## src/sv/water_ripple_grid_macros.svh

```systemverilog
// assertion macros used by the ripple grid top level
`ifndef WATER_RIPPLE_GRID_MACROS_SVH
`define WATER_RIPPLE_GRID_MACROS_SVH

`ifndef ASSERT_OFF

// property checked on every clock edge outside reset
`define WRG_ASSERT(name, clk, rst, prop, msg) \
   name: assert property (@(posedge clk) disable iff (rst) prop) else $error(msg);

// condition on one edge implies a condition on the next edge
`define WRG_ASSERT_NEXT(name, clk, rst, pre, post, msg) \
   name: assert property (@(posedge clk) disable iff (rst) (pre) |=> (post)) else $error(msg);

`else

`define WRG_ASSERT(name, clk, rst, prop, msg)
`define WRG_ASSERT_NEXT(name, clk, rst, pre, post, msg)

`endif

`endif

```

## src/sv/wrg_pkg.sv

```systemverilog
`default_nettype none

package wrg_pkg;

   // grid geometry
   localparam int GRID_WIDTH  = 16;
   localparam int GRID_HEIGHT = 9;
   localparam int KEY_COUNT   = 144;
   localparam int CELLS       = GRID_WIDTH * GRID_HEIGHT;
   localparam int MAP_SIZE    = 144;

   localparam int CELL_W = $clog2(CELLS);
   localparam int COL_W  = $clog2(GRID_WIDTH);
   localparam int ROW_W  = $clog2(GRID_HEIGHT);
   localparam int MAP_W  = $clog2(MAP_SIZE);

   // command codes
   localparam logic [1:0] CMD_KEY  = 2'd0;
   localparam logic [1:0] CMD_DROP = 2'd1;
   localparam logic [1:0] CMD_TICK = 2'd2;
   localparam logic [1:0] CMD_READ = 2'd3;

   // register indexes
   localparam int CSR_IDX_W = 1;
   localparam logic [CSR_IDX_W-1:0] CSR_RAINBOW_MODE = 1'd0;
   localparam logic [CSR_IDX_W-1:0] CSR_FIXED_HUE    = 1'd1;

   // heights written by keys and drops
   localparam logic [7:0] HEIGHT_PEAK   = 8'h7f;
   localparam logic [7:0] HEIGHT_SPLASH = 8'h60;

   // key position to grid cell
   localparam logic [7:0] KEY_MAP [MAP_SIZE] = '{
      8'd71,  8'd71,  8'd72,  8'd73,  8'd74,  8'd75,  8'd76,  8'd76,  8'd76,
      8'd107, 8'd107, 8'd106, 8'd105, 8'd104, 8'd103, 8'd102, 8'd101, 8'd101,
      8'd70,  8'd0,   8'd1,   8'd2,   8'd3,   8'd4,   8'd5,   8'd6,   8'd77,
      8'd108, 8'd33,  8'd34,  8'd35,  8'd36,  8'd37,  8'd38,  8'd39,  8'd100,
      8'd69,  8'd7,   8'd8,   8'd9,   8'd10,  8'd11,  8'd12,  8'd78,  8'd109,
      8'd47,  8'd46,  8'd45,  8'd44,  8'd43,  8'd42,  8'd41,  8'd40,  8'd99,
      8'd98,  8'd13,  8'd14,  8'd15,  8'd16,  8'd17,  8'd18,  8'd79,  8'd110,
      8'd54,  8'd53,  8'd52,  8'd51,  8'd50,  8'd49,  8'd48,  8'd130, 8'd130,
      8'd97,  8'd19,  8'd20,  8'd21,  8'd22,  8'd23,  8'd24,  8'd25,  8'd80,
      8'd111, 8'd60,  8'd59,  8'd58,  8'd57,  8'd56,  8'd55,  8'd129, 8'd129,
      8'd96,  8'd26,  8'd27,  8'd28,  8'd29,  8'd30,  8'd31,  8'd32,  8'd81,
      8'd112, 8'd68,  8'd67,  8'd66,  8'd65,  8'd64,  8'd63,  8'd62,  8'd61,
      8'd95,  8'd94,  8'd93,  8'd92,  8'd86,  8'd85,  8'd84,  8'd83,  8'd82,
      8'd113, 8'd114, 8'd115, 8'd123, 8'd124, 8'd125, 8'd126, 8'd127, 8'd128,
      8'd91,  8'd90,  8'd89,  8'd88,  8'd87,  8'd86,  8'd85,  8'd84,  8'd83,
      8'd114, 8'd115, 8'd116, 8'd117, 8'd118, 8'd119, 8'd120, 8'd121, 8'd122
   };

   typedef logic [CELL_W-1:0] cell_addr_type;

   // one page memory access
   typedef struct packed {
      logic          wr_en;
      cell_addr_type wr_addr;
      logic [7:0]    wr_data;
      logic          rd_en;
      cell_addr_type rd_addr;
   } ram_port_type;

   // ripple sequencer requests on the current and the next page
   typedef struct packed {
      ram_port_type cur;
      ram_port_type nxt;
      logic         done;
   } rip_ctl_type;

   // colour of one cell
   typedef struct packed {
      logic [7:0]        hue;
      logic [7:0]        saturation;
      logic [7:0]        brightness;
      logic signed [7:0] height;
   } shade_type;

   function automatic cell_addr_type cell_addr(input logic [ROW_W-1:0] row,
                                               input logic [COL_W-1:0] col);
      return CELL_W'(int'(row) * GRID_WIDTH + int'(col));
   endfunction

endpackage

`default_nettype wire

```

## src/sv/wrg_ram.sv

```systemverilog
`default_nettype none

module wrg_ram #(
   parameter int WIDTH = 8,
   parameter int DEPTH = 144
) (
   input  logic                     clock,
   input  logic                     wr_en,
   input  logic [$clog2(DEPTH)-1:0] wr_addr,
   input  logic [WIDTH-1:0]         wr_data,
   input  logic                     rd_en,
   input  logic [$clog2(DEPTH)-1:0] rd_addr,
   output logic [WIDTH-1:0]         rd_data
);

   logic [WIDTH-1:0] mem_ff [DEPTH];

   // write port
   always_ff @(posedge clock) begin
      if (wr_en) begin
         mem_ff[wr_addr] <= wr_data;
      end
   end

   // registered read, holds when not enabled
   always_ff @(posedge clock) begin
      if (rd_en) begin
         rd_data <= mem_ff[rd_addr];
      end
   end

endmodule

`default_nettype wire

```

## src/sv/wrg_ripple.sv

```systemverilog
`default_nettype none

module wrg_ripple (
   input  logic                 clock,
   input  logic                 reset,
   input  logic                 start,
   input  logic [7:0]           cur_q,
   input  logic [7:0]           nxt_q,
   output wrg_pkg::rip_ctl_type ctl
);

   localparam logic [3:0] STEP_FIRST_DATA = 4'd1;
   localparam logic [3:0] STEP_LAST_TAP   = 4'd7;
   localparam logic [3:0] STEP_WRITE      = 4'd8;

   logic                        active_ff, active_in;
   logic [3:0]                  step_ff, step_in;
   logic [wrg_pkg::COL_W-1:0]   x_ff, x_in;
   logic [wrg_pkg::ROW_W-1:0]   y_ff, y_in;
   logic signed [10:0]          acc_ff, acc_in;
   logic [7:0]                  other_ff, other_in;

   logic [wrg_pkg::ROW_W-1:0]   up_row, dn_row, tap_row;
   logic [wrg_pkg::COL_W-1:0]   lf_col, rt_col, tap_col;
   logic                        last_x, last_y;
   wrg_pkg::cell_addr_type      idx;
   logic signed [7:0]           tap_s, other_s;
   logic signed [10:0]          total;
   logic signed [8:0]           quarter;
   logic signed [9:0]           diff;
   logic signed [9:0]           damped;

   // neighbour rows and columns, edge taps moved onto the cell's own line
   always_comb begin
      up_row = (y_ff == '0) ? y_ff : y_ff - wrg_pkg::ROW_W'(1);
      dn_row = last_y ? y_ff : y_ff + wrg_pkg::ROW_W'(1);
      lf_col = (x_ff == '0) ? x_ff : x_ff - wrg_pkg::COL_W'(1);
      rt_col = last_x ? x_ff : x_ff + wrg_pkg::COL_W'(1);
   end

   assign last_x = (x_ff == wrg_pkg::COL_W'(wrg_pkg::GRID_WIDTH - 1));
   assign last_y = (y_ff == wrg_pkg::ROW_W'(wrg_pkg::GRID_HEIGHT - 1));
   assign idx    = wrg_pkg::cell_addr(y_ff, x_ff);

   // tap chosen by the step
   always_comb begin
      case (step_ff[2:0])
         3'd0: begin
            tap_row = up_row;
            tap_col = x_ff;
         end
         3'd1: begin
            tap_row = dn_row;
            tap_col = x_ff;
         end
         3'd2: begin
            tap_row = y_ff;
            tap_col = lf_col;
         end
         3'd3: begin
            tap_row = y_ff;
            tap_col = rt_col;
         end
         3'd4: begin
            tap_row = up_row;
            tap_col = lf_col;
         end
         3'd5: begin
            tap_row = up_row;
            tap_col = rt_col;
         end
         3'd6: begin
            tap_row = dn_row;
            tap_col = lf_col;
         end
         default: begin
            tap_row = dn_row;
            tap_col = rt_col;
         end
      endcase
   end

   // damped update of one cell
   always_comb begin
      tap_s   = cur_q;
      other_s = other_ff;
      total   = acc_ff + 11'(tap_s);
      quarter = 9'(total >>> 2);
      diff    = 10'(quarter) - 10'(other_s);
      damped  = diff - (diff >>> 3);
   end

   // memory requests
   always_comb begin
      ctl = '0;
      if (active_ff) begin
         if (step_ff <= STEP_LAST_TAP) begin
            ctl.cur.rd_en   = 1'b1;
            ctl.cur.rd_addr = wrg_pkg::cell_addr(tap_row, tap_col);
         end
         if (step_ff == '0) begin
            ctl.nxt.rd_en   = 1'b1;
            ctl.nxt.rd_addr = idx;
         end
         if (step_ff == STEP_WRITE) begin
            ctl.nxt.wr_en   = 1'b1;
            ctl.nxt.wr_addr = idx;
            ctl.nxt.wr_data = damped[7:0];
            ctl.done        = last_x && last_y;
         end
      end
   end

   // sequencer over cells and taps
   always_comb begin
      active_in = active_ff;
      step_in   = step_ff;
      x_in      = x_ff;
      y_in      = y_ff;
      if (start) begin
         active_in = 1'b1;
         step_in   = '0;
         x_in      = '0;
         y_in      = '0;
      end else if (active_ff) begin
         if (step_ff == STEP_WRITE) begin
            step_in = '0;
            if (last_x) begin
               x_in = '0;
               if (last_y) begin
                  active_in = 1'b0;
               end else begin
                  y_in = y_ff + wrg_pkg::ROW_W'(1);
               end
            end else begin
               x_in = x_ff + wrg_pkg::COL_W'(1);
            end
         end else begin
            step_in = step_ff + 4'd1;
         end
      end
   end

   // tap accumulation and old value capture
   always_comb begin
      acc_in   = acc_ff;
      other_in = other_ff;
      if (active_ff && step_ff == STEP_FIRST_DATA) begin
         acc_in   = 11'(tap_s);
         other_in = nxt_q;
      end else if (active_ff && step_ff > STEP_FIRST_DATA && step_ff <= STEP_LAST_TAP) begin
         acc_in = total;
      end
   end

   always_ff @(posedge clock) begin
      if (reset) begin
         active_ff <= 1'b0;
         step_ff   <= '0;
         x_ff      <= '0;
         y_ff      <= '0;
      end else begin
         active_ff <= active_in;
         step_ff   <= step_in;
         x_ff      <= x_in;
         y_ff      <= y_in;
      end
   end

   always_ff @(posedge clock) begin
      acc_ff   <= acc_in;
      other_ff <= other_in;
   end

endmodule

`default_nettype wire

```

## src/sv/wrg_shade.sv

```systemverilog
`default_nettype none

module wrg_shade (
   input  logic               [7:0] cur_q,
   input  logic               [7:0] oth_q,
   input  logic                     odd,
   input  logic               [7:0] hue_count,
   input  logic                     rainbow,
   input  logic               [7:0] fixed_hue,
   output wrg_pkg::shade_type       shade
);

   logic signed [7:0] cur_s, oth_s, h;
   logic signed [8:0] pair_sum, avg, h_wide, mag;
   logic [7:0]        inten;

   // height, averaged with the other page on odd frames
   always_comb begin
      cur_s    = cur_q;
      oth_s    = oth_q;
      pair_sum = 9'(cur_s) + 9'(oth_s);
      avg      = pair_sum >>> 1;
      h        = odd ? avg[7:0] : cur_s;
   end

   // intensity from twice the magnitude, kept to 8 bits
   always_comb begin
      h_wide = 9'(h);
      mag    = h[7] ? -h_wide : h_wide;
      inten  = {mag[6:0], 1'b0};
   end

   // colour fields
   always_comb begin
      shade.height     = h;
      shade.saturation = 8'hff - inten;
      shade.brightness = inten[7] ? 8'hff : {inten[6:0], 1'b0};
      if (rainbow) begin
         shade.hue = hue_count + 8'(h) + 8'(h >>> 1);
      end else begin
         shade.hue = fixed_hue;
      end
   end

endmodule

`default_nettype wire

```

## src/sv/water_ripple_grid.sv

```systemverilog
// channel   direction  handshake             payload
// req       in         req_valid/req_stall   cmd, key_address, col, row, cell_req, odd_frame
// rsp       out        rsp_valid/rsp_stall   hue, saturation, brightness, height
// csr       in         csr_valid/csr_ready   csr_index, csr_wdata
//
// key press, read and odd frame tick complete in the idle state; a read result passes through
// the memory read register and then the result register.
// raindrop writes the centre, then the four neighbours: they share the single page write port.
// even frame tick runs a ripple pass: eight taps per cell through one read port.
// after reset a clearing pass writes both pages cell by cell with req_stall high; csr writes
// are taken throughout.
// a waiting result that cannot move to the result register stalls every request.
`default_nettype none
`include "water_ripple_grid_macros.svh"

module water_ripple_grid (
   input  logic                             clock,
   input  logic                             reset,
   input  logic                             req_valid,
   output logic                             req_stall,
   input  logic [1:0]                       req_cmd,
   input  logic [7:0]                       req_key_address,
   input  logic [3:0]                       req_col,
   input  logic [3:0]                       req_row,
   input  logic [7:0]                       req_cell_req,
   input  logic                             req_odd_frame,
   output logic                             rsp_valid,
   input  logic                             rsp_stall,
   output logic [7:0]                       rsp_hue,
   output logic [7:0]                       rsp_saturation,
   output logic [7:0]                       rsp_brightness,
   output logic signed [7:0]                rsp_height,
   input  logic                             csr_valid,
   output logic                             csr_ready,
   input  logic [wrg_pkg::CSR_IDX_W-1:0]    csr_index,
   input  logic [7:0]                       csr_wdata
);

   localparam logic [1:0] ST_CLEAR  = 2'd0;
   localparam logic [1:0] ST_IDLE   = 2'd1;
   localparam logic [1:0] ST_DROP   = 2'd2;
   localparam logic [1:0] ST_RIPPLE = 2'd3;

   localparam logic [1:0] NB_UP    = 2'd0;
   localparam logic [1:0] NB_DOWN  = 2'd1;
   localparam logic [1:0] NB_LEFT  = 2'd2;
   localparam logic [1:0] NB_RIGHT = 2'd3;

   logic [1:0]                  state_ff, state_in;
   wrg_pkg::cell_addr_type      clr_ff, clr_in;
   logic [1:0]                  nb_ff, nb_in;
   logic [wrg_pkg::ROW_W-1:0]   drop_row_ff, drop_row_in;
   logic [wrg_pkg::COL_W-1:0]   drop_col_ff, drop_col_in;
   logic                        page_ff, page_in;
   logic [7:0]                  hue_ff, hue_in;
   logic                        rainbow_ff, rainbow_in;
   logic [7:0]                  fixed_hue_ff, fixed_hue_in;
   logic                        rd_pend_ff, rd_pend_in;
   logic                        rd_odd_ff, rd_odd_in;
   logic                        rsp_valid_ff, rsp_valid_in;
   wrg_pkg::shade_type          rsp_data_ff;

   logic                        req_accept, out_free, load_rsp;
   logic [7:0]                  key_pos;
   logic                        key_ok, drop_ok, read_ok, ripple_start;
   logic                        nb_ok;
   logic [wrg_pkg::ROW_W-1:0]   nb_row;
   logic [wrg_pkg::COL_W-1:0]   nb_col;
   wrg_pkg::ram_port_type       cur_port, nxt_port, page0_port, page1_port;
   logic [7:0]                  page0_q, page1_q, cur_q, nxt_q;
   wrg_pkg::rip_ctl_type        rip_ctl;
   wrg_pkg::shade_type          shade;

   // handshakes
   assign out_free   = !rsp_valid_ff || !rsp_stall;
   assign req_stall  = (state_ff != ST_IDLE) || (rd_pend_ff && !out_free);
   assign req_accept = req_valid && !req_stall;
   assign load_rsp   = rd_pend_ff && out_free;
   assign csr_ready  = 1'b1;

   // command decode
   always_comb begin
      key_pos = wrg_pkg::KEY_MAP[req_key_address[wrg_pkg::MAP_W-1:0]];
      key_ok  = (int'(req_key_address) < wrg_pkg::KEY_COUNT)
             && (int'(req_key_address) < wrg_pkg::MAP_SIZE)
             && (int'(key_pos) < wrg_pkg::CELLS);
      drop_ok = (int'(req_col) < wrg_pkg::GRID_WIDTH)
             && (int'(req_row) < wrg_pkg::GRID_HEIGHT);
      read_ok = int'(req_cell_req) < wrg_pkg::CELLS;
      ripple_start = (state_ff == ST_IDLE) && req_accept
                  && (req_cmd == wrg_pkg::CMD_TICK) && !req_odd_frame;
   end

   // raindrop neighbour for this cycle
   always_comb begin
      nb_row = drop_row_ff;
      nb_col = drop_col_ff;
      case (nb_ff)
         NB_UP: begin
            nb_ok  = drop_row_ff != '0;
            nb_row = drop_row_ff - wrg_pkg::ROW_W'(1);
         end
         NB_DOWN: begin
            nb_ok  = drop_row_ff != wrg_pkg::ROW_W'(wrg_pkg::GRID_HEIGHT - 1);
            nb_row = drop_row_ff + wrg_pkg::ROW_W'(1);
         end
         NB_LEFT: begin
            nb_ok  = drop_col_ff != '0;
            nb_col = drop_col_ff - wrg_pkg::COL_W'(1);
         end
         default: begin
            nb_ok  = drop_col_ff != wrg_pkg::COL_W'(wrg_pkg::GRID_WIDTH - 1);
            nb_col = drop_col_ff + wrg_pkg::COL_W'(1);
         end
      endcase
   end

   // access to the current and the next page
   always_comb begin
      cur_port = '0;
      nxt_port = '0;
      case (state_ff)
         ST_CLEAR: begin
            cur_port.wr_en   = 1'b1;
            cur_port.wr_addr = clr_ff;
            nxt_port.wr_en   = 1'b1;
            nxt_port.wr_addr = clr_ff;
         end
         ST_IDLE: begin
            if (req_accept) begin
               case (req_cmd)
                  wrg_pkg::CMD_KEY: begin
                     cur_port.wr_en   = key_ok;
                     cur_port.wr_addr = wrg_pkg::CELL_W'(key_pos);
                     cur_port.wr_data = wrg_pkg::HEIGHT_PEAK;
                  end
                  wrg_pkg::CMD_DROP: begin
                     cur_port.wr_en   = drop_ok;
                     cur_port.wr_addr = wrg_pkg::cell_addr(wrg_pkg::ROW_W'(req_row),
                                                           wrg_pkg::COL_W'(req_col));
                     cur_port.wr_data = wrg_pkg::HEIGHT_PEAK;
                  end
                  wrg_pkg::CMD_READ: begin
                     cur_port.rd_en   = read_ok;
                     cur_port.rd_addr = wrg_pkg::CELL_W'(req_cell_req);
                     nxt_port.rd_en   = read_ok;
                     nxt_port.rd_addr = wrg_pkg::CELL_W'(req_cell_req);
                  end
                  default: begin
                  end
               endcase
            end
         end
         ST_DROP: begin
            cur_port.wr_en   = nb_ok;
            cur_port.wr_addr = wrg_pkg::cell_addr(nb_row, nb_col);
            cur_port.wr_data = wrg_pkg::HEIGHT_SPLASH;
         end
         default: begin
            cur_port = rip_ctl.cur;
            nxt_port = rip_ctl.nxt;
         end
      endcase
   end

   // page select steers current and next onto the two memories
   assign page0_port = page_ff ? nxt_port : cur_port;
   assign page1_port = page_ff ? cur_port : nxt_port;
   assign cur_q      = page_ff ? page1_q : page0_q;
   assign nxt_q      = page_ff ? page0_q : page1_q;

   wrg_ram #(
      .WIDTH (8),
      .DEPTH (wrg_pkg::CELLS)
   ) u_page0 (
      .clock   (clock),
      .wr_en   (page0_port.wr_en),
      .wr_addr (page0_port.wr_addr),
      .wr_data (page0_port.wr_data),
      .rd_en   (page0_port.rd_en),
      .rd_addr (page0_port.rd_addr),
      .rd_data (page0_q)
   );

   wrg_ram #(
      .WIDTH (8),
      .DEPTH (wrg_pkg::CELLS)
   ) u_page1 (
      .clock   (clock),
      .wr_en   (page1_port.wr_en),
      .wr_addr (page1_port.wr_addr),
      .wr_data (page1_port.wr_data),
      .rd_en   (page1_port.rd_en),
      .rd_addr (page1_port.rd_addr),
      .rd_data (page1_q)
   );

   wrg_ripple u_ripple (
      .clock (clock),
      .reset (reset),
      .start (ripple_start),
      .cur_q (cur_q),
      .nxt_q (nxt_q),
      .ctl   (rip_ctl)
   );

   wrg_shade u_shade (
      .cur_q     (cur_q),
      .oth_q     (nxt_q),
      .odd       (rd_odd_ff),
      .hue_count (hue_ff),
      .rainbow   (rainbow_ff),
      .fixed_hue (fixed_hue_ff),
      .shade     (shade)
   );

   // control sequencer
   always_comb begin
      state_in    = state_ff;
      clr_in      = clr_ff;
      nb_in       = nb_ff;
      drop_row_in = drop_row_ff;
      drop_col_in = drop_col_ff;
      page_in     = page_ff;
      hue_in      = hue_ff;
      case (state_ff)
         ST_CLEAR: begin
            clr_in = clr_ff + wrg_pkg::CELL_W'(1);
            if (clr_ff == wrg_pkg::CELL_W'(wrg_pkg::CELLS - 1)) begin
               state_in = ST_IDLE;
            end
         end
         ST_IDLE: begin
            if (req_accept && req_cmd == wrg_pkg::CMD_DROP && drop_ok) begin
               state_in    = ST_DROP;
               nb_in       = NB_UP;
               drop_row_in = wrg_pkg::ROW_W'(req_row);
               drop_col_in = wrg_pkg::COL_W'(req_col);
            end
            if (req_accept && req_cmd == wrg_pkg::CMD_TICK) begin
               hue_in = hue_ff + 8'd1;
               if (!req_odd_frame) begin
                  state_in = ST_RIPPLE;
               end
            end
         end
         ST_DROP: begin
            nb_in = nb_ff + 2'd1;
            if (nb_ff == NB_RIGHT) begin
               state_in = ST_IDLE;
            end
         end
         default: begin
            if (rip_ctl.done) begin
               state_in = ST_IDLE;
               page_in  = !page_ff;
            end
         end
      endcase
   end

   // read pipeline and result register
   always_comb begin
      rd_pend_in   = rd_pend_ff;
      rd_odd_in    = rd_odd_ff;
      rsp_valid_in = rsp_valid_ff;
      if (load_rsp) begin
         rd_pend_in   = 1'b0;
         rsp_valid_in = 1'b1;
      end else if (!rsp_stall) begin
         rsp_valid_in = 1'b0;
      end
      if (req_accept && req_cmd == wrg_pkg::CMD_READ && read_ok) begin
         rd_pend_in = 1'b1;
         rd_odd_in  = req_odd_frame;
      end
   end

   // configuration writes
   always_comb begin
      rainbow_in   = rainbow_ff;
      fixed_hue_in = fixed_hue_ff;
      if (csr_valid && csr_ready) begin
         case (csr_index)
            wrg_pkg::CSR_RAINBOW_MODE: rainbow_in   = csr_wdata[0];
            wrg_pkg::CSR_FIXED_HUE:    fixed_hue_in = csr_wdata;
            default: begin
            end
         endcase
      end
   end

   always_ff @(posedge clock) begin
      if (reset) begin
         state_ff     <= ST_CLEAR;
         clr_ff       <= '0;
         nb_ff        <= NB_UP;
         page_ff      <= 1'b0;
         hue_ff       <= '0;
         rainbow_ff   <= 1'b1;
         fixed_hue_ff <= '0;
         rd_pend_ff   <= 1'b0;
         rsp_valid_ff <= 1'b0;
      end else begin
         state_ff     <= state_in;
         clr_ff       <= clr_in;
         nb_ff        <= nb_in;
         page_ff      <= page_in;
         hue_ff       <= hue_in;
         rainbow_ff   <= rainbow_in;
         fixed_hue_ff <= fixed_hue_in;
         rd_pend_ff   <= rd_pend_in;
         rsp_valid_ff <= rsp_valid_in;
      end
   end

   always_ff @(posedge clock) begin
      drop_row_ff <= drop_row_in;
      drop_col_ff <= drop_col_in;
      rd_odd_ff   <= rd_odd_in;
      if (load_rsp) begin
         rsp_data_ff <= shade;
      end
   end

   assign rsp_valid      = rsp_valid_ff;
   assign rsp_hue        = rsp_data_ff.hue;
   assign rsp_saturation = rsp_data_ff.saturation;
   assign rsp_brightness = rsp_data_ff.brightness;
   assign rsp_height     = rsp_data_ff.height;

   // a blocked read keeps its memory output, so no other read may be issued
   `WRG_ASSERT(a_held_read_quiet, clock, reset, (rd_pend_ff && !out_free) |-> (!page0_port.rd_en && !page1_port.rd_en), "memory read issued while a read result is held")

   // a read waiting on a full result register stays pending
   `WRG_ASSERT_NEXT(a_pend_holds, clock, reset, rd_pend_ff && rsp_valid_ff && rsp_stall, rd_pend_ff, "pending read dropped while output is blocked")

   // the last cell of a ripple pass swaps the pages
   `WRG_ASSERT_NEXT(a_ripple_swap, clock, reset, rip_ctl.done, page_ff != $past(page_ff), "ripple pass ended without a page swap")

   // an even frame tick starts the ripple pass
   `WRG_ASSERT_NEXT(a_tick_ripple, clock, reset, ripple_start, state_ff == ST_RIPPLE, "even frame tick did not start the ripple pass")

endmodule

`default_nettype wire

```

## config.mk

```make
export PLATFORM = sky130hd
export DESIGN_NAME = water_ripple_grid
export DESIGN_NICKNAME = d
export VERILOG_FILES = /design/src/sv/wrg_pkg.sv /design/src/sv/wrg_ram.sv /design/src/sv/wrg_ripple.sv /design/src/sv/wrg_shade.sv /design/src/sv/water_ripple_grid.sv
export VERILOG_INCLUDE_DIRS = /design/src /design/src/sv
export SDC_FILE = /design/constraint.sdc
export NUM_CORES = 2
export LEC_CHECK = 0
export BUFFER_PORTS_ARGS = -buffer_cell sky130_fd_sc_hd__buf_2
export CORE_MARGIN = 2
export CORE_UTILIZATION = 60
export CTS_CLUSTER_DIAMETER = 120
export DETAILED_ROUTE_END_ITERATION = 8
export PLACE_DENSITY_LB_ADDON = 0.1
export SYNTH_ARGS = -nofsm -noshare
export SYNTH_HDL_FRONTEND = slang
export SYNTH_SLANG_ARGS = --single-unit
```

## constraint.sdc

```tcl
create_clock -name clock -period 19.6 [get_ports clock]
set_input_delay 0.98 -clock clock [delete_from_list [all_inputs] [get_ports clock]]
set_output_delay 0.98 -clock clock [all_outputs]
set_load 0.1 [all_outputs]
```

== Word-level counts from Yosys, hierarchy flattened ==
Memories as Yosys holds them, arrays and structs flattened. A register that Yosys moved wholly into a read port is not among the register bits.
Index checks and enable logic that the tools add are counted.
Storage, ports and cells
  register bits after elaboration: 105
  memories kept: 3
  logic and storage cells: 201
  memory bits (writable): 2304
  bits of input ports: 41
  output and inout port bits: 35
  memory bits (read-only): 2048
Memory list
  (no name shown): words 256, width 8, read ports 1, clocked after memory_dff 0, write ports 0, RTL line water_ripple_grid.sv:83  | key_pos = wrg_pkg::KEY_MAP[req_key_address[wrg_pkg::MAP_W-1:0]];
  u_page0.mem_ff: words 144, width 8, read ports 1, clocked after memory_dff 1, write ports 1, RTL line wrg_ram.sv:16  | logic [WIDTH-1:0] mem_ff [DEPTH];
  u_page1.mem_ff: words 144, width 8, read ports 1, clocked after memory_dff 1, write ports 1, RTL line wrg_ram.sv:16
Operators by class
  order comparisons: 7
  add/sub/neg operators: 24
  reduce and logical (&&, ||, !) cells: 55
  mux-type cells: 60
  bitwise logic cells: 3
  equality and inequality tests: 26
Operators with widths (number)
  two-way mux 26 bit: 3
  two-way mux 8 bit: 7
  case mux 9 bit (2 select lines): 3
  two-way mux 36 bit: 1
  two-way mux 9 bit: 4
  case mux 17 bit (2 select lines): 1
  adder 8 x 4 -> 8 bit: 4
  case mux 4 bit (2 select lines): 4
  case mux 9 bit (3 select lines): 1
  < comparator 8 bit (second input constant): 3
  two-way mux 4 bit: 6
  two-way mux 11 bit: 2
  adder 4 x 1 -> 4 bit (second input constant): 5
  two-way mux 17 bit: 1
  adder 8 x 1 -> 8 bit (second input constant): 2
  adder 8 bit: 2
  logical AND 1 bit: 16
  two-way mux 2 bit: 8
  case mux 8 bit (2 select lines): 1
  subtractor 4 x 1 -> 4 bit (second input constant): 4
  two-way mux 1 bit: 14
  AND reduction 2 bit: 7
  == test 4 bit (second input constant): 3
  logical NOT 4 bit: 3
  other kinds (36): 70

== Longest topological paths before layout ==
  depth in word-level cells: 13
  depth in mapped cells: 26
  depth with buffers taken out: 23

== Hierarchy ==
A second synthesis with hierarchy kept.
Second synthesis, totals
  cells, all modules: 5540
  area total of the unflattened synthesis: 101588.7 um2
By module, submodules not included
  wrg_ram: sequential area each 34833.4 um2, cells each 2134, instances 2, area an instance 45546.2 um2
  water_ripple_grid: sequential area each 1871.8 um2, cells each 706, instances 1, area an instance 5964.5 um2
  wrg_ripple: sequential area each 830.8 um2, cells each 390, instances 1, area an instance 3203.1 um2
  wrg_shade: sequential area each 0.0 um2, cells each 176, instances 1, area an instance 1328.8 um2

== Worst setup path before layout ==
OpenSTA, ideal clock, no wires.
  path kind: register to register
  from: register page_ff
  to: memory u_page1.mem_ff[0][6], data pin
  required time: 18.279 ns
  setup time: 1.321 ns
  arrival time: 10.605 ns
  stages on the path, launching flop included: 25
  path buffers: 3
  path slack: 7.674 ns
  clock period less this slack: 11.926 ns
  cells stage by stage: dfxtp_1 > buf_2 > buf_1 > buf_1 > mux2_2 > ha_1 > a21o_1 > a21oi_1 > xnor2_1 > ha_1 > nor2b_1 > o21ai_0 > a21boi_0 > o21ai_0 > a21boi_0 > or2_2 > ha_1 > nor2b_1 > o21ai_0 > nand2b_1 > a21o_1 > a21oi_1 > xnor2_1 > nand2_1 > o21ai_0
RTL lines
  from (decl): RTL line water_ripple_grid.sv:54  | logic page_ff, page_in;
  from (signal assigned): RTL line water_ripple_grid.sv:308  | page_ff <= page_in;
  to (decl): RTL line wrg_ram.sv:16

== Worst setup path in the final report ==
  from: register page_ff
  to: register u_page0.rd_data[0] (read register of u_page0.mem_ff), data pin
Between the ends
  word-level cells in the longest chain between the ends: 1
Ends and longest elaborated chain
  two-way mux 26 bit: RTL line water_ripple_grid.sv:167  | assign page0_port = page_ff ? nxt_port : cur_port;
  to (decl): RTL line wrg_ram.sv:13  | output logic [WIDTH-1:0] rd_data
Every way passes these cells.
A chain may end at the register's enable or synchronous reset.

==> out/results.txt <==
WL per Instance = 28.5 um
post-route insts no fill = 10200
total grt overflow = 0
WP buf/inv = 2
H-tree Lvls = 4
Crit Path Class = register to register
slowest CP cell = nor4_4
worst slew pin tran = 1.41 ns
Clock Sinks = 2423
Overall Global Routing Usage = 33.0%
Tcrit/Tclk final = 38.6%
vias in the first global route = 63200
iteration-0 DRC count of the detailed router = 10400
initial antenna violation count = 23
CP required = 20.12 ns
number of synthesized register bits = 2423
Root Driver = clkbuf_16
worst path arrival time = 8.10 ns
Setup TNS = 0 ns
Mapped Cells = 7841
Area Overhead vs Synth = 9.62%
HP Class = primary input to register
layout cells sized above 1 = 8.00%
Post-CTS Setup Inserts = 0
post-CTS sizing = 0
maximum vdd drop = 117 uV
Layout Nets = 7921
Unique masters post-synth = 94
ANT nets after route = 0
CTS buffer count = 232
Port Buffers = 73
Slew Limit Headroom = 5.51%
Core Box Area = 170000 um^2
CP top delay family = simple AND/OR/NAND/NOR gates
clock skew = 0.0349 ns
Post-synth EDFFs = 2378
crit path time final = 7.57 ns
Clock Path Buffers = 3
num rows = 151
pin count of the biggest net entering global routing = 168
number of setup violations in the final report = 0
Mean Syn Cell Area = 13.1 um^2
FFs w/ async S/R, synth = 0%
final WL = 291000 um
PwrDens = 90.6 nW/um^2
Ys Warns = 0
commonest non-fill, non-tap cells in the layout = edfxtp_1, nand2_1, nand3_1
CP cell instances = buf_4 -> nand4bb_1 -> o32ai_1 -> nor4_4 -> nand2_4 -> nor2_2 -> buf_4 -> a221oi_1 -> nor4_1 -> a31oi_1 -> nor4_1 -> o22ai_1
outcome = completed
dpl cells = 9772
# IOs = 76
max-slew violation count = 0
CP Launch Type = register
final hold vios = 0
Starting Density = 60.5%
Crit Path Max Fanout = 56
via/cell ratio = 6.61
Pleak = 39.4 nW
drt drc = 0
DIE AREA = 174000 um^2
die height = 418 um
first-pass detailed-route iteration total = 7
Critical Path Max Stage Delay = 1.21 ns
hold buffer count at cts = 0
DR vias = 67600
CTS tree = yes
FMAX = 132 MHz
Clock Latency Late Sink = 0.89 ns
most frequently used flop master after synthesis = edfxtp_1
first-pass GRT wire length = 424000 um
Final HPWL DP = 177000 um
max cap viols = 0
Worst-path clk slew = 0.06 ns
Placer Congestion = 0.921
die width = 418 um
power after layout = 0.0102 W
sequential area share after synthesis = 70.5%
Worst setup EP type = register
RSZ-0062 raised after global routing = false
synthesized area = 103000 um^2
most common cell after layout, fill and taps aside = edfxtp_1
## worst register-to-register path, cell delays in order, from the launching register on
cell	delay [ns]
dfxtp_2	0.35
buf_4	0.61
nand4bb_1	0.66
o32ai_1	0.22
nor4_4	1.21
nand2_4	0.52
nor2_2	0.55
buf_4	0.53
a221oi_1	0.24
nor4_1	0.66
a31oi_1	0.19
nor4_1	1.06
o22ai_1	0.42
## cells by family after synthesis
logic type,count (synthesis),share of synthesized area (%)
AOI/OAI and AO/OA,1042,7.06
adders and majority gates,91,1.21
buffers and inverters,584,2.55
other,1,0.00365
muxes,493,4.90
xor gates and xnor gates,64,0.561
DFF,2423,70.5
and+or+nand+nor,3143,13.3
## final timing paths
kind         cells past startpoint                  to             from  slack (ns)
max                             12  u_page0.rd_data[0]          page_ff       12.03
min                              1           rd_odd_ff    req_odd_frame        0.28
max reg2reg                     12  u_page0.rd_data[0]          page_ff       12.03
min reg2reg                      2     fixed_hue_ff[1]  fixed_hue_ff[1]        0.46
## routing by layer
metal	global-route usage [%]	vias to the layer above	wire [um]
met3	8.30	602	36900
met1	50.0	33400	118000
met2	47.1	4405	126000
met5	0	-	115
li1	-	29200	-
met4	10.9	16	9400
## state kept, by name, indices dropped and copies added, names as in the netlist, 2 cells and up
| register | flops |
|---|---|
| u_page0.mem_ff | 1152 |
| u_page1.mem_ff | 1152 |
| u_ripple.acc_ff | 11 |
| clr_ff | 8 |
| fixed_hue_ff | 8 |
| hue_ff | 8 |
| rsp_height | 8 |
| rsp_hue | 8 |
| u_page0.rd_data | 8 |
| u_page1.rd_data | 8 |
| u_ripple.other_ff | 8 |
| rsp_brightness | 7 |
| rsp_saturation | 7 |
| drop_col_ff | 4 |
| drop_row_ff | 4 |
| u_ripple.step_ff | 4 |
| u_ripple.x_ff | 4 |
| u_ripple.y_ff | 4 |
| nb_ff | 2 |
| state_ff | 2 |
## per-stage QoR
stage                     worst slack [ns]  utilization [%]  hold slack, ns  cell area [um^2]
after detailed placement             12.19             61.8           0.449            105000
after floorplan                       7.67                -           0.434            103000
after global routing                 11.47             66.3           0.259            112000
after global placement               12.13             61.8           0.443            105000
final                                12.03             66.3           0.278            113000
after CTS                            12.16             66.3           0.217            112000
## final cells by class
type / instances / area (um^2)
fill: 12100 / 57200
tap: 2218 / 2780
multi-input combinational: 4835 / 28100
clock inverter: 150 / 1450
sequential: 2423 / 72300
inverter: 99 / 372
antenna: 10 / 25.0
timing repair buffer: 198 / 1430
clock buffer: 284 / 6080
## synthesized netlist by cell type, types with 13 or more instances
cell | n | share of area [%]
a211oi_1 | 66 | 0.48
xor2_1 | 17 | 0.15
o211ai_1 | 54 | 0.40
nand2b_1 | 30 | 0.18
and3_1 | 68 | 0.41
nor2b_1 | 30 | 0.18
a21o_1 | 30 | 0.22
nand2_1 | 1651 | 6.0
fa_1 | 14 | 0.27
a32oi_1 | 44 | 0.38
nor4_1 | 19 | 0.12
mux2_2 | 28 | 0.31
a221o_1 | 30 | 0.29
o21bai_1 | 13 | 0.095
a22oi_1 | 35 | 0.26
o2111ai_1 | 15 | 0.13
edfxtp_1 | 2378 | 70
xnor2_1 | 46 | 0.39
a2111oi_0 | 15 | 0.13
nand3b_1 | 13 | 0.095
nand3_1 | 733 | 3.6
buf_4 | 30 | 0.22
a21oi_1 | 261 | 1.3
ha_1 | 77 | 0.94
inv_1 | 99 | 0.36
a311oi_1 | 39 | 0.33
o311ai_0 | 17 | 0.15
a221oi_1 | 17 | 0.15
dfxtp_1 | 45 | 0.88
clkbuf_1 | 176 | 0.64
and4_1 | 13 | 0.11
nand4_1 | 53 | 0.32
buf_1 | 48 | 0.18
nor2_1 | 440 | 1.6
mux2i_1 | 460 | 4.5
o22ai_1 | 17 | 0.10
nor3_1 | 36 | 0.18
a31oi_1 | 106 | 0.65
o221ai_1 | 24 | 0.20
buf_2 | 227 | 1.1
o21ai_0 | 117 | 0.57
## where the power goes
group | leakage, nW | switching, W | internal, W
logic | 12.9 | 0.0000884 | 0.0000309
clock network | 3.65 | 0.00195 | 0.00251
registers | 22.8 | 0.00000463 | 0.00562
No activity file was read; power rests on OpenSTA's default activity.
